### src/sv/metronome_click_scheduler_macros.svh
// Assertion macros shared by the metronome click scheduler RTL.
// No dependencies; included by the modules that carry assertions.
`ifndef METRONOME_CLICK_SCHEDULER_MACROS_SVH
`define METRONOME_CLICK_SCHEDULER_MACROS_SVH

`ifndef SYNTHESIS

`define MCS_ASSERT_IMPL(name, clk, rst, ante, cons) \
   name: assert property (@(posedge clk) disable iff (rst) (ante) |-> (cons)) \
      else $error("same-cycle check failed");

`define MCS_ASSERT_NEXT(name, clk, rst, ante, cons) \
   name: assert property (@(posedge clk) disable iff (rst) (ante) |=> (cons)) \
      else $error("next-cycle check failed");

`else

`define MCS_ASSERT_IMPL(name, clk, rst, ante, cons)

`define MCS_ASSERT_NEXT(name, clk, rst, ante, cons)

`endif

`endif

### src/sv/mcs_pkg.sv
// Shared widths, reset values, codes and types of the metronome click scheduler.
// No dependencies.
package mcs_pkg;

   localparam int BPM_W      = 10;
   localparam int BPMEAS_W   = 7;
   localparam int SUB_W      = 5;
   localparam int TIME_W     = 48;
   localparam int VOL_W      = 8;
   localparam int CO_W       = 8;
   localparam int COUNT_W    = 32;
   localparam int KIND_W     = 2;
   localparam int VOICE_W    = 4;

   localparam int DVSR_W     = BPM_W + SUB_W;
   localparam int PMEAS_W    = BPMEAS_W + SUB_W;
   localparam int COTHR_W    = CO_W + SUB_W;
   localparam int DIV_W      = TIME_W;
   localparam int STEP_W     = $clog2(DIV_W + 1);

   localparam int REG_IDX_W  = 3;
   localparam int REG_LSB    = 3;
   localparam int CSR_ADDR_W = REG_IDX_W + REG_LSB;
   localparam int CSR_DATA_W = 64;

   localparam logic [15:0]         MS_PER_MINUTE  = 16'd60000;

   localparam logic [BPM_W-1:0]    BPM_RST        = BPM_W'(120);
   localparam logic [BPMEAS_W-1:0] BPMEAS_RST     = BPMEAS_W'(4);
   localparam logic [SUB_W-1:0]    SUB_RST        = SUB_W'(1);
   localparam logic [TIME_W-1:0]   START_RST      = '0;
   localparam logic [TIME_W-1:0]   STOP_RST       = '0;
   localparam logic [CO_W-1:0]     COUNTOFF_RST   = '0;
   localparam logic [VOL_W-1:0]    REG_VOL_RST    = VOL_W'(255);
   localparam logic [VOL_W-1:0]    CO_VOL_RST     = VOL_W'(255);

   localparam int START_VOICES_DEF = 2;
   localparam int BEAT_VOICES_DEF  = 8;
   localparam int SUB_VOICES_DEF   = 16;

   typedef enum logic [KIND_W-1:0] {
      KIND_MEASURE, KIND_BEAT, KIND_SUB, KIND_FINISH
   } mcs_kind_type;

   typedef enum logic [REG_IDX_W-1:0] {
      REG_BPM, REG_BPMEAS, REG_SUB, REG_START,
      REG_STOP, REG_COUNTOFF, REG_RVOL, REG_CVOL
   } mcs_reg_type;

   typedef struct packed {
      logic [BPM_W-1:0]    bpm;
      logic [BPMEAS_W-1:0] bpmeas;
      logic [SUB_W-1:0]    sub;
      logic [TIME_W-1:0]   start_time;
      logic [TIME_W-1:0]   stop_time;
      logic [CO_W-1:0]     countoff;
      logic [VOL_W-1:0]    reg_vol;
      logic [VOL_W-1:0]    co_vol;
   } mcs_cfg_type;

   typedef struct packed {
      logic              valid;
      logic [TIME_W-1:0] start_time;
   } mcs_rearm_type;

   typedef struct packed {
      logic              start;
      logic [STEP_W-1:0] steps;
   } mcs_div_ctl_type;

endpackage

### src/sv/mcs_csr.sv
// APB-style configuration registers of the metronome click scheduler.
// Depends on mcs_pkg; drives the config struct and the re-arm strobe.
module mcs_csr (
   input  logic                                clock,
   input  logic                                reset,
   input  logic                                csr_psel,
   input  logic                                csr_penable,
   input  logic                                csr_pwrite,
   input  logic [mcs_pkg::CSR_ADDR_W-1:0]      csr_paddr,
   input  logic [mcs_pkg::CSR_DATA_W-1:0]      csr_pwdata,
   output logic [mcs_pkg::CSR_DATA_W-1:0]      csr_prdata,
   output logic                                csr_pready,
   output mcs_pkg::mcs_cfg_type                cfg,
   output mcs_pkg::mcs_rearm_type              rearm
);
   import mcs_pkg::*;

   mcs_cfg_type cfg_ff;
   mcs_reg_type idx;
   logic        wr;

   assign idx        = mcs_reg_type'(csr_paddr[CSR_ADDR_W-1:REG_LSB]);
   assign wr         = csr_psel && csr_penable && csr_pwrite;
   assign csr_pready = 1'b1;
   assign cfg        = cfg_ff;

   assign rearm.valid      = wr && (idx == REG_START);
   assign rearm.start_time = csr_pwdata[TIME_W-1:0];

   always_ff @(posedge clock) begin
      if (reset) begin
         cfg_ff.bpm        <= BPM_RST;
         cfg_ff.bpmeas     <= BPMEAS_RST;
         cfg_ff.sub        <= SUB_RST;
         cfg_ff.start_time <= START_RST;
         cfg_ff.stop_time  <= STOP_RST;
         cfg_ff.countoff   <= COUNTOFF_RST;
         cfg_ff.reg_vol    <= REG_VOL_RST;
         cfg_ff.co_vol     <= CO_VOL_RST;
      end else if (wr) begin
         case (idx)
            REG_BPM:      cfg_ff.bpm        <= csr_pwdata[BPM_W-1:0];
            REG_BPMEAS:   cfg_ff.bpmeas     <= csr_pwdata[BPMEAS_W-1:0];
            REG_SUB:      cfg_ff.sub        <= csr_pwdata[SUB_W-1:0];
            REG_START:    cfg_ff.start_time <= csr_pwdata[TIME_W-1:0];
            REG_STOP:     cfg_ff.stop_time  <= csr_pwdata[TIME_W-1:0];
            REG_COUNTOFF: cfg_ff.countoff   <= csr_pwdata[CO_W-1:0];
            REG_RVOL:     cfg_ff.reg_vol    <= csr_pwdata[VOL_W-1:0];
            REG_CVOL:     cfg_ff.co_vol     <= csr_pwdata[VOL_W-1:0];
            default:      cfg_ff.bpm        <= cfg_ff.bpm;
         endcase
      end
   end

   always_comb begin
      case (idx)
         REG_BPM:      csr_prdata = CSR_DATA_W'(cfg_ff.bpm);
         REG_BPMEAS:   csr_prdata = CSR_DATA_W'(cfg_ff.bpmeas);
         REG_SUB:      csr_prdata = CSR_DATA_W'(cfg_ff.sub);
         REG_START:    csr_prdata = CSR_DATA_W'(cfg_ff.start_time);
         REG_STOP:     csr_prdata = CSR_DATA_W'(cfg_ff.stop_time);
         REG_COUNTOFF: csr_prdata = CSR_DATA_W'(cfg_ff.countoff);
         REG_RVOL:     csr_prdata = CSR_DATA_W'(cfg_ff.reg_vol);
         REG_CVOL:     csr_prdata = CSR_DATA_W'(cfg_ff.co_vol);
         default:      csr_prdata = '0;
      endcase
   end

endmodule

### src/sv/mcs_div.sv
// Shared restoring divider: one quotient bit per cycle, MSB-aligned dividend.
// Depends on mcs_pkg and the assertion macro header.
module mcs_div (
   input  logic                          clock,
   input  logic                          reset,
   input  mcs_pkg::mcs_div_ctl_type      ctl,
   input  logic [mcs_pkg::DIV_W-1:0]     dividend,
   input  logic [mcs_pkg::DVSR_W-1:0]    divisor,
   output logic                          done,
   output logic [mcs_pkg::DIV_W-1:0]     quot,
   output logic [mcs_pkg::DVSR_W-1:0]    rem
);
   import mcs_pkg::*;
   `include "metronome_click_scheduler_macros.svh"

   logic              busy_ff,  busy_in;
   logic              done_ff,  done_in;
   logic [STEP_W-1:0] steps_ff, steps_in;
   logic [DIV_W-1:0]  dvd_ff,   dvd_in;
   logic [DIV_W-1:0]  quot_ff,  quot_in;
   logic [DVSR_W-1:0] rem_ff,   rem_in;
   logic [DVSR_W-1:0] dvsr_ff,  dvsr_in;
   logic [DVSR_W:0]   rem_sh;
   logic [DVSR_W:0]   rem_sub;
   logic              ge;
   logic              last_step;

   assign rem_sh    = {rem_ff, dvd_ff[DIV_W-1]};
   assign ge        = rem_sh >= {1'b0, dvsr_ff};
   assign rem_sub   = rem_sh - {1'b0, dvsr_ff};
   assign last_step = busy_ff && (steps_ff == STEP_W'(1));

   always_comb begin
      busy_in  = busy_ff;
      done_in  = 1'b0;
      steps_in = steps_ff;
      dvd_in   = dvd_ff;
      quot_in  = quot_ff;
      rem_in   = rem_ff;
      dvsr_in  = dvsr_ff;
      if (ctl.start) begin
         busy_in  = 1'b1;
         steps_in = ctl.steps;
         dvd_in   = dividend;
         dvsr_in  = divisor;
         quot_in  = '0;
         rem_in   = '0;
      end else if (busy_ff) begin
         dvd_in   = {dvd_ff[DIV_W-2:0], 1'b0};
         quot_in  = {quot_ff[DIV_W-2:0], ge};
         rem_in   = ge ? rem_sub[DVSR_W-1:0] : rem_sh[DVSR_W-1:0];
         steps_in = steps_ff - STEP_W'(1);
         if (last_step) begin
            busy_in = 1'b0;
            done_in = 1'b1;
         end
      end
   end

   always_ff @(posedge clock) begin
      if (reset) begin
         busy_ff <= 1'b0;
         done_ff <= 1'b0;
      end else begin
         busy_ff <= busy_in;
         done_ff <= done_in;
      end
      steps_ff <= steps_in;
      dvd_ff   <= dvd_in;
      quot_ff  <= quot_in;
      rem_ff   <= rem_in;
      dvsr_ff  <= dvsr_in;
   end

   assign done = done_ff;
   assign quot = quot_ff;
   assign rem  = rem_ff;

   `MCS_ASSERT_IMPL(a_start_when_free, clock, reset, ctl.start, !busy_ff)
   `MCS_ASSERT_IMPL(a_divisor_nonzero, clock, reset, ctl.start, divisor != '0)
   `MCS_ASSERT_NEXT(a_last_step_done, clock, reset, last_step, done_ff && !busy_ff)

endmodule

### src/sv/metronome_click_scheduler.sv
// Metronome click scheduler, top level.
// Input channel req_*: one word per poll, carrying the current time in ms.
// Result channel rsp_*: zero or one word per poll (a click or the finished mark).
// Config port csr_*: APB-style, 64-bit data, register i at byte address 8*i;
// writing start_time re-arms the click count, voice slots and finished flag.
// Sequence: a poll with no result passes the idle and check states and frees
// the input; the finished mark passes check and out into the rsp register.
// A click runs the shared restoring divider three times (32 steps for the
// measure position, 12 for the beat position, 48 for the next click time),
// then the out state loads the click into the rsp register and the input is
// freed. The divider produces one quotient bit per cycle.
// One poll is in flight at a time; req_ready is high only while idle.
// A stalled receiver lets the next poll in; a poll that has a result then
// waits with req_ready low until the rsp register is taken.
// Reset: registers take their documented defaults, the schedule starts at
// time 0 with click count 0, and no result is pending.
module metronome_click_scheduler #(
   parameter int START_VOICES = mcs_pkg::START_VOICES_DEF,
   parameter int BEAT_VOICES  = mcs_pkg::BEAT_VOICES_DEF,
   parameter int SUB_VOICES   = mcs_pkg::SUB_VOICES_DEF
) (
   input  logic                            clock,
   input  logic                            reset,
   input  logic                            req_valid,
   output logic                            req_ready,
   input  logic [mcs_pkg::TIME_W-1:0]      req_now_ms,
   output logic                            rsp_valid,
   input  logic                            rsp_ready,
   output logic [mcs_pkg::KIND_W-1:0]      rsp_click_kind,
   output logic [mcs_pkg::VOICE_W-1:0]     rsp_voice_index,
   output logic [mcs_pkg::VOL_W-1:0]       rsp_volume,
   output logic                            rsp_in_countoff,
   input  logic                            csr_psel,
   input  logic                            csr_penable,
   input  logic                            csr_pwrite,
   input  logic [mcs_pkg::CSR_ADDR_W-1:0]  csr_paddr,
   input  logic [mcs_pkg::CSR_DATA_W-1:0]  csr_pwdata,
   output logic [mcs_pkg::CSR_DATA_W-1:0]  csr_prdata,
   output logic                            csr_pready
);
   import mcs_pkg::*;
   `include "metronome_click_scheduler_macros.svh"

   localparam int SV_W = (START_VOICES > 1) ? $clog2(START_VOICES) : 1;
   localparam int BV_W = (BEAT_VOICES > 1) ? $clog2(BEAT_VOICES) : 1;
   localparam int UV_W = (SUB_VOICES > 1) ? $clog2(SUB_VOICES) : 1;
   localparam int RSP_W = KIND_W + VOICE_W + VOL_W + 1;

   typedef enum logic [2:0] {
      ST_IDLE, ST_CHECK, ST_MODM, ST_MODS, ST_TIME, ST_WTIME, ST_OUT
   } state_type;

   mcs_cfg_type     cfg;
   mcs_rearm_type   rearm;
   mcs_div_ctl_type div_ctl;
   logic [DIV_W-1:0]  div_dvd;
   logic [DVSR_W-1:0] div_dvsr;
   logic              div_done;
   logic [DIV_W-1:0]  div_quot;
   logic [DVSR_W-1:0] div_rem;

   state_type          state_ff,      state_in;
   logic [TIME_W-1:0]  now_ff,        now_in;
   logic [COUNT_W-1:0] count_ff,      count_in;
   logic [TIME_W-1:0]  next_ff,       next_in;
   logic               fin_ff,        fin_in;
   logic [SV_W-1:0]    sslot_ff,      sslot_in;
   logic [BV_W-1:0]    bslot_ff,      bslot_in;
   logic [UV_W-1:0]    uslot_ff,      uslot_in;
   logic               ismeas_ff,     ismeas_in;
   logic               co_ff,         co_in;
   logic [DIV_W-1:0]   prod_ff,       prod_in;
   mcs_kind_type       pkind_ff,      pkind_in;
   logic [VOICE_W-1:0] pvoice_ff,     pvoice_in;
   logic [VOL_W-1:0]   pvol_ff,       pvol_in;
   logic               pco_ff,        pco_in;
   logic               rvalid_ff,     rvalid_in;
   mcs_kind_type       rkind_ff,      rkind_in;
   logic [VOICE_W-1:0] rvoice_ff,     rvoice_in;
   logic [VOL_W-1:0]   rvol_ff,       rvol_in;
   logic               rco_ff,        rco_in;
   logic               out_load;
   logic               rsp_stall;
   logic [RSP_W-1:0]   rsp_word;

   logic [BPM_W-1:0]    bpm_eff;
   logic [BPMEAS_W-1:0] bpmeas_eff;
   logic [SUB_W-1:0]    sub_eff;
   logic [PMEAS_W-1:0]  per_meas;
   logic [DVSR_W-1:0]   dvsr_time;
   logic [COTHR_W-1:0]  co_thr;
   logic [COUNT_W-1:0]  count_inc;
   logic [DIV_W-1:0]    time_prod;
   logic [TIME_W:0]     time_sum;
   logic                stop_hit;

   mcs_csr u_csr (
      .clock       (clock),
      .reset       (reset),
      .csr_psel    (csr_psel),
      .csr_penable (csr_penable),
      .csr_pwrite  (csr_pwrite),
      .csr_paddr   (csr_paddr),
      .csr_pwdata  (csr_pwdata),
      .csr_prdata  (csr_prdata),
      .csr_pready  (csr_pready),
      .cfg         (cfg),
      .rearm       (rearm)
   );

   mcs_div u_div (
      .clock    (clock),
      .reset    (reset),
      .ctl      (div_ctl),
      .dividend (div_dvd),
      .divisor  (div_dvsr),
      .done     (div_done),
      .quot     (div_quot),
      .rem      (div_rem)
   );

   assign bpm_eff    = (cfg.bpm == '0) ? BPM_W'(1) : cfg.bpm;
   assign bpmeas_eff = (cfg.bpmeas == '0) ? BPMEAS_W'(1) : cfg.bpmeas;
   assign sub_eff    = (cfg.sub == '0) ? SUB_W'(1) : cfg.sub;
   assign per_meas   = PMEAS_W'(bpmeas_eff) * PMEAS_W'(sub_eff);
   assign dvsr_time  = DVSR_W'(bpm_eff) * DVSR_W'(sub_eff);
   assign co_thr     = COTHR_W'(cfg.countoff) * COTHR_W'(sub_eff);
   assign count_inc  = count_ff + COUNT_W'(1);
   assign time_prod  = DIV_W'(count_inc) * DIV_W'(MS_PER_MINUTE);
   assign time_sum   = {1'b0, cfg.start_time} + {1'b0, div_quot};
   assign stop_hit   = (cfg.stop_time != '0) && (now_ff >= cfg.stop_time);

   always_comb begin
      state_in  = state_ff;
      now_in    = now_ff;
      count_in  = count_ff;
      next_in   = next_ff;
      fin_in    = fin_ff;
      sslot_in  = sslot_ff;
      bslot_in  = bslot_ff;
      uslot_in  = uslot_ff;
      ismeas_in = ismeas_ff;
      co_in     = co_ff;
      prod_in   = prod_ff;
      pkind_in  = pkind_ff;
      pvoice_in = pvoice_ff;
      pvol_in   = pvol_ff;
      pco_in    = pco_ff;
      rvalid_in = rvalid_ff && !rsp_ready;
      rkind_in  = rkind_ff;
      rvoice_in = rvoice_ff;
      rvol_in   = rvol_ff;
      rco_in    = rco_ff;
      out_load  = 1'b0;

      div_ctl.start = 1'b0;
      div_ctl.steps = STEP_W'(COUNT_W);
      div_dvd       = {count_ff, {(DIV_W-COUNT_W){1'b0}}};
      div_dvsr      = DVSR_W'(per_meas);

      case (state_ff)
         ST_IDLE: begin
            if (req_valid) begin
               now_in   = req_now_ms;
               state_in = ST_CHECK;
            end
         end
         ST_CHECK: begin
            if (fin_ff) begin
               state_in = ST_IDLE;
            end else if (stop_hit) begin
               fin_in    = 1'b1;
               pkind_in  = KIND_FINISH;
               pvoice_in = '0;
               pvol_in   = '0;
               pco_in    = 1'b0;
               state_in  = ST_OUT;
            end else if (now_ff < next_ff) begin
               state_in = ST_IDLE;
            end else begin
               div_ctl.start = 1'b1;
               co_in         = count_ff < COUNT_W'(co_thr);
               state_in      = ST_MODM;
            end
         end
         ST_MODM: begin
            div_ctl.steps = STEP_W'(PMEAS_W);
            div_dvd       = {div_rem[PMEAS_W-1:0], {(DIV_W-PMEAS_W){1'b0}}};
            div_dvsr      = DVSR_W'(sub_eff);
            if (div_done) begin
               div_ctl.start = 1'b1;
               ismeas_in     = (div_rem == '0);
               state_in      = ST_MODS;
            end
         end
         ST_MODS: begin
            if (div_done) begin
               if (ismeas_ff) begin
                  pkind_in  = KIND_MEASURE;
                  pvoice_in = VOICE_W'(sslot_ff);
                  sslot_in  = (sslot_ff == SV_W'(START_VOICES - 1)) ? '0 :
                              sslot_ff + SV_W'(1);
               end else if (div_rem == '0) begin
                  pkind_in  = KIND_BEAT;
                  pvoice_in = VOICE_W'(bslot_ff);
                  bslot_in  = (bslot_ff == BV_W'(BEAT_VOICES - 1)) ? '0 :
                              bslot_ff + BV_W'(1);
               end else begin
                  pkind_in  = KIND_SUB;
                  pvoice_in = VOICE_W'(uslot_ff);
                  uslot_in  = (uslot_ff == UV_W'(SUB_VOICES - 1)) ? '0 :
                              uslot_ff + UV_W'(1);
               end
               pvol_in  = co_ff ? cfg.co_vol : cfg.reg_vol;
               pco_in   = co_ff;
               count_in = count_inc;
               prod_in  = time_prod;
               state_in = ST_TIME;
            end
         end
         ST_TIME: begin
            div_ctl.start = 1'b1;
            div_ctl.steps = STEP_W'(DIV_W);
            div_dvd       = prod_ff;
            div_dvsr      = dvsr_time;
            state_in      = ST_WTIME;
         end
         ST_WTIME: begin
            if (div_done) begin
               next_in  = time_sum[TIME_W] ? '1 : time_sum[TIME_W-1:0];
               state_in = ST_OUT;
            end
         end
         ST_OUT: begin
            if (!rvalid_ff || rsp_ready) begin
               out_load  = 1'b1;
               rvalid_in = 1'b1;
               rkind_in  = pkind_ff;
               rvoice_in = pvoice_ff;
               rvol_in   = pvol_ff;
               rco_in    = pco_ff;
               state_in  = ST_IDLE;
            end
         end
         default: state_in = ST_IDLE;
      endcase

      if (rearm.valid) begin
         count_in = '0;
         next_in  = rearm.start_time;
         fin_in   = 1'b0;
         sslot_in = '0;
         bslot_in = '0;
         uslot_in = '0;
      end
   end

   always_ff @(posedge clock) begin
      if (reset) begin
         state_ff  <= ST_IDLE;
         count_ff  <= '0;
         next_ff   <= START_RST;
         fin_ff    <= 1'b0;
         sslot_ff  <= '0;
         bslot_ff  <= '0;
         uslot_ff  <= '0;
         rvalid_ff <= 1'b0;
      end else begin
         state_ff  <= state_in;
         count_ff  <= count_in;
         next_ff   <= next_in;
         fin_ff    <= fin_in;
         sslot_ff  <= sslot_in;
         bslot_ff  <= bslot_in;
         uslot_ff  <= uslot_in;
         rvalid_ff <= rvalid_in;
      end
      now_ff    <= now_in;
      ismeas_ff <= ismeas_in;
      co_ff     <= co_in;
      prod_ff   <= prod_in;
      pkind_ff  <= pkind_in;
      pvoice_ff <= pvoice_in;
      pvol_ff   <= pvol_in;
      pco_ff    <= pco_in;
      rkind_ff  <= rkind_in;
      rvoice_ff <= rvoice_in;
      rvol_ff   <= rvol_in;
      rco_ff    <= rco_in;
   end

   assign req_ready       = (state_ff == ST_IDLE);
   assign rsp_valid       = rvalid_ff;
   assign rsp_click_kind  = rkind_ff;
   assign rsp_voice_index = rvoice_ff;
   assign rsp_volume      = rvol_ff;
   assign rsp_in_countoff = rco_ff;
   assign rsp_stall       = rvalid_ff && !rsp_ready;
   assign rsp_word        = {rkind_ff, rvoice_ff, rvol_ff, rco_ff};

   `MCS_ASSERT_NEXT(a_one_poll_at_a_time, clock, reset, req_valid && req_ready, !req_ready)
   `MCS_ASSERT_IMPL(a_no_click_when_finished, clock, reset, out_load && pkind_ff != KIND_FINISH, !fin_ff)
   `MCS_ASSERT_NEXT(a_rsp_held, clock, reset, rsp_stall, rvalid_ff && $stable(rsp_word))

endmodule
### config.mk
export PLATFORM = sky130hd
export DESIGN_NAME = metronome_click_scheduler
export DESIGN_NICKNAME = d
export VERILOG_FILES = /design/src/sv/mcs_pkg.sv /design/src/sv/mcs_csr.sv /design/src/sv/mcs_div.sv /design/src/sv/metronome_click_scheduler.sv
export VERILOG_INCLUDE_DIRS = /design/src /design/src/sv
export SDC_FILE = /design/constraint.sdc
export NUM_CORES = 2
export LEC_CHECK = 0
export BUFFER_PORTS_ARGS = -buffer_cell sky130_fd_sc_hd__buf_2
export CAP_MARGIN = 40
export CORE_MARGIN = 4
export CORE_UTILIZATION = 50
export DETAILED_ROUTE_END_ITERATION = 12
export HOLD_SLACK_MARGIN = 0.06
export PLACE_DENSITY = 0.75
export SYNTH_ARGS = -nofsm -noshare
export SYNTH_HDL_FRONTEND = slang
export SYNTH_SLANG_ARGS = --single-unit
### constraint.sdc
create_clock -name clock -period 20.9 [get_ports clock]
set_input_delay 2.09 -clock clock [delete_from_list [all_inputs] [get_ports clock]]
set_output_delay 2.09 -clock clock [all_outputs]
set_load 0.02 [all_outputs]
# Word-level counts from Yosys, hierarchy flattened
# Cells that the tools add are included.
# word_totals
mem_bits_ro	0
ram_bits	0
word_cells	182
memories	0
latchBits	0
ff_bits	492
# classes
bitwise	6
n_eq_ne	23
n_shift	0
add_sub_neg	7
n_mux	62
n_mul	4
reduce_logical	41
div_mod_pow	0
n_lt_le_gt_ge	4
# ops
operator	count
$pmux 64 s8	1
$mux 48	6
$pmux 48 s2	1
$add 48x48->49	1
$ge 48x48->1	1
$lt 48x48->1	1
$reduce_bool 48->1	1
$mul 32x11->43 const B	1
$add 32x1->32 const B	1
$lt 32x13->1	1
$mux 8	4
$pmux 15 s2	1
$reduce_and 2->1	13
$eq 3x3->1 const B	8
$mux 3	8
$mux 4	6
$pmux 3 s7	1
$ge 16x15->1	1
$mux 1	16
$pmux 8 s2	1
$reduce_and 4->1	4
$logic_not 15->1	1
$mul 10x5->15	1
$mux 15	1
other kinds (36)	66

# Depth between registers and ports, before layout
# logic_depth
word_depth	6
mapped_depth	30
mapped_depth_nobuf	27

# Hierarchy
# From an unflattened synthesis, not the netlist that was laid out.
# unflattened
cells_unflattened	4160
hier_area_um2	37577.3
# modules_own_cells
mod	seq_area_each_um2	area_per_inst_um2	cells_each	n_inst
metronome_click_scheduler	5555.3	25042.8	2824	1
mcs_csr	2842.7	6466.2	819	1
mcs_div	3373.2	6068.3	517	1

# Worst setup path before layout
# No wires, ideal clock.
# synth_path
path_kind	reg-to-reg
from	reg count_ff[1]
to	reg prod_ff[44], data pin
t_required_ns	20.634
stages_incl_launch_ff	25
path_slack_ns	13.789
t_arrival_ns	6.845
path_cell_list	dfxtp_1 -> ha_1 -> nand3_1 -> or2_1 -> clkbuf_1 -> nor4_1 -> and3_1 -> nand3_1 -> xor2_1 -> inv_1 -> fa_1 -> inv_1 -> fa_1 -> fa_1 -> fa_1 -> fa_1 -> inv_1 -> ha_1 -> a21oi_1 -> o41a_1 -> o21ai_1 -> a31o_1 -> a2111oi_0 -> nor3_1 -> xor2_1
# synth_via
elab_chain_len	2
# synth_rtl
item	line	source
start, declared	metronome_click_scheduler.sv:64	logic [COUNT_W-1:0] count_ff, count_in;
start signal, assigned	metronome_click_scheduler.sv:270	count_ff <= count_in;
$add 32x1->32	metronome_click_scheduler.sv:128	assign count_inc = count_ff + COUNT_W'(1);
named net count_inc[24]	metronome_click_scheduler.sv:92	logic [COUNT_W-1:0] count_inc;
$mul 32x11->43	metronome_click_scheduler.sv:129	assign time_prod = DIV_W'(count_inc) * DIV_W'(MS_PER_MINUTE);
named net time_prod[44]	metronome_click_scheduler.sv:93	logic [DIV_W-1:0] time_prod;
end signal, assigned	metronome_click_scheduler.sv:281	prod_ff <= prod_in;
end, declared	metronome_click_scheduler.sv:72	logic [DIV_W-1:0] prod_ff, prod_in;
# The timed path passes the listed nets, and every way through them passes these cells.
# A chain may end at the register's enable or synchronous reset.

# Worst setup path after layout
# layout_path
from	reg count_ff[2]
to	reg prod_ff[47], data pin
# layout_via
elab_chain_len	2
# layout_rtl
item	line
$add 32x1->32	metronome_click_scheduler.sv:128
$mul 32x11->43	metronome_click_scheduler.sv:129
named net time_prod[47]	metronome_click_scheduler.sv:93
# The timed path passes the listed nets, and every way through them passes these cells.

==> run_results.csv <==
group,metric,value,unit
route,first_pass_iters,5,
setup_path,end_kind,"flip-flop",
sta,hold_viol,0,
global_route,antenna_found_initial,0,
sta,tightest_slew,960.7,ps
logic_synthesis,async_reset_ff_share,0,%
global_route,first_global_vias,28380,
setup_path,cp.required,21280,ps
floorplan,core,71490,sq um
clock_network,root_buffer,"clkbuf_16",
worst_hold_path,min_path_type,"flip-flop to flip-flop",
logic_synthesis,synth.yosys.seq_area_share,32.27,%
sta,setup_viol,0,
logic_synthesis,synthTopCellsByCount,"439 x nand2_1, 394 x inv_1, 359 x ha_1",
route,drtIter0Drc,2254,
floorplan,num_rows,98,
placement,gp_congestion,0.9138,
global_route,gr-total-overflow,0,
route,wl,91180,microns
route,top_layer_used,"met4",
sta,max_slew_margin,35.73,%
status,outcome,"complete, no violations",
layout,layout-drive-gt1-share,8.540,%
floorplan,dieHeight,276.4,microns
sta,finalCritPeriodShare,40.22,%
setup_path,startpoint_type,"flip-flop",
floorplan,fp.dieArea,76380,sq um
setup_path,cp_max_fo,9,
setup_path,crit_type,"flip-flop to flip-flop",
route,drt-met1-wl,40080,microns
floorplan,pin_count,207,
sta,clock_skew,60.92,ps
route,wl_per_cell,18.02,microns
sta,rsz0062_at_grt,"no",
power_and_ir_drop,p_per_area,67.46,nW/um^2
setup_path,worstPathArrival,8790,ps
logic_synthesis,synth_cell_types,84,
route,vias,28970,
logic_synthesis,ys_seq_elements,487,
floorplan,start_util,50.38,%
route,drc,0,
logic_synthesis,synth.top_cell.area_share,16.68,%
logic_synthesis,synth_edf_count,187,
logic_synthesis,syn_inst,3989,
global_route,track_usage,23.17,%
route,viasPerCell,5.725,
global_route,grt_max_degree,90,
clock_network,cts_htree_levels,2,
clock_network,clock-sinks,487,
placement,placed_cells,4958,
power_and_ir_drop,p_leak,17.08,nW
global_route,grt_pass1_wl,148600,microns
sta,max_freq,119.0,MHz
logic_synthesis,yosysMostFrequentCell,"nand2_1",
clock_network,cts-buffers-inserted,54,
clock_network,ctsHoldBuffers,0,
layout,final_cell_area,39630,sq um
clock_network,clock_latency,660,ps
logic_synthesis,ys.warnings.count,0,
layout,fillCellCount,6333,
sta,timing.final.crit_period,8406,ps
placement,hpwlAfterDp,68690,microns
placement,placed_cell_area,37670,sq um
route,met3_length,5321,microns
sta,setup-tns-final,0,ps
clock_network,cts_setup_buffers,0,
logic_synthesis,synth_flop_cell,"dfxtp_1",
clock_network,cts_resized,0,
placement,portBuffers,170,
clock_network,cts_tree,"yes",
route,final_antenna_net_count,0,
power_and_ir_drop,ir_worst_vdd,0.07782,mV
logic_synthesis,synth_area_leaders,"dfxtp_1 17%, edfxtp_1 16%, ha_1 12%",
layout,fin_cells,5060,
logic_synthesis,syn_avg_cell_area,9.028,sq um
clock_network,cts.clk_slew.worst_paths,60,ps
layout,diodes,0,
layout,area_growth,10.05,%
sta,drv_slew,0,
logic_synthesis,synth_largest_area_cell,"dfxtp_1",
route,met2_length,43090,microns
flow_run,drv_cap,0,
logic_synthesis,netlist_area,36010,sq um
floorplan,die_w,276.4,microns
layout,nets,4705,
clock_network,cts_buffer_depth,3,
[flip-flops by register name, summed over array words and instances (netlist names), 8 cells and up]
name	flops
count_ff	32
u_div.quot	48
rsp_volume	8
pvol_ff	8
prod_ff	43
now_ff	48
u_csr.cfg	142
u_div.rem	15
u_div.dvd_ff	43
next_ff	48
u_div.dvsr_ff	15
[per-layer routing]
metal | track usage, % | vias up
li1 | - | 14000
met1 | 31.25 | 13920
met2 | 38.94 | 885
met3 | 3.158 | 164
met4 | 7.012 | 0
met5 | 0 | -
[worst max-delay path, stage by stage, from the launching register on]
cell and delay (ps):
dfxtp_1 540, nand2_1 110, nor2_1 220, nand3_1 190
nor2_2 300, nand3_1 260, xor2_1 750, xnor2_1 280
xnor2_1 190, ha_1 360, a21o_1 170, ha_1 300
xnor2_1 260, fa_1 480, fa_1 550, inv_1 40
ha_1 420, and4_1 220, nand3_1 150, nor4b_1 700
o31ai_1 290, a211oi_1 620, nand3_1 140, nand3_1 180
a41oi_1 180, o21bai_1 210, xnor2_1 80
[placed cells by master (no fill, tap or decap), types with 38 or more instances in the layout]
master / n
nand2_1: 438
inv_1: 394
ha_1: 359
a21oi_1: 334
dfxtp_1: 299
nor2_1: 260
edfxtp_1: 187
buf_2: 173
fa_1: 157
xnor2_1: 143
o21ai_0: 123
a21o_1: 113
mux2i_1: 89
xor2_1: 88
and2_1: 65
clkbuf_16: 59
a22o_1: 57
nand3_1: 49
o22ai_1: 41
nand4_1: 40
o21ai_1: 38
nor2b_1: 38
[area by class of cell]
cell class              count  area (sq um)  share of cell area, %
clock buffers              80          1689                  4.262
clock inverters            22         270.3                 0.6819
inverters                 401          1505                  3.798
multi-input cells        2907         22130                  55.84
flip-flops and latches    487         11620                  29.33
well taps                 950          1189                  2.999
repair buffers            213          1222                  3.084
[metrics by stage]
step | util, % | worst slack, ps | power (W) | hold WS, ps
final | 55.44 | 12490 | 0.002674 | 418.6
after global routing | 55.44 | 11920 | 0.002793 | 425.8
after CTS | 55.44 | 12530 | 0.002684 | 420.4
after detailed placement | 52.70 | 12580 | 0.001657 | 405.2
after global placement | 52.46 | 12630 | 0.001637 | 400.1
after floorplan | - | 13790 | 0.001520 | 400.3
[cell families after synthesis]
family / count (synthesis) / share of synthesized area (%)
mux: 129 / 3.849
xor+xnor: 232 / 5.663
flops: 487 / 32.27
compound gates: 955 / 17.01
fa+ha+maj: 516 / 21.20
other cells: 2 / 0.02085
buf+inv: 610 / 6.615
simple gates: 1058 / 13.37
[where the power goes]
group          switching, W  internal (W)  leakage (nW)  total [W]
combinational      0.000301      0.000201          12.0   0.000503
clock              0.000423      0.000604         0.973    0.00103
sequential        0.0000608       0.00108          4.15    0.00114
total              0.000785       0.00189          17.1    0.00267
[final timing paths]
| kind | depth (start not counted) | start | to | slack, ps |
|---|---|---|---|---|
| max reg2reg | 26 | count_ff[2]$_SDFFE_PP0P_ | prod_ff[47]$_DFFE_PP_ | 12490 |
| min reg2reg | 0 | pvoice_ff[2]$_SDFFCE_PP0P_ | rsp_voice_index[2]$_DFFE_PP_ | 420 |
| max | 26 | count_ff[2]$_SDFFE_PP0P_ | prod_ff[47]$_DFFE_PP_ | 12490 |
| min | 0 | pvoice_ff[2]$_SDFFCE_PP0P_ | rsp_voice_index[2]$_DFFE_PP_ | 420 |
No activity file was read; power rests on OpenSTA's default activity.
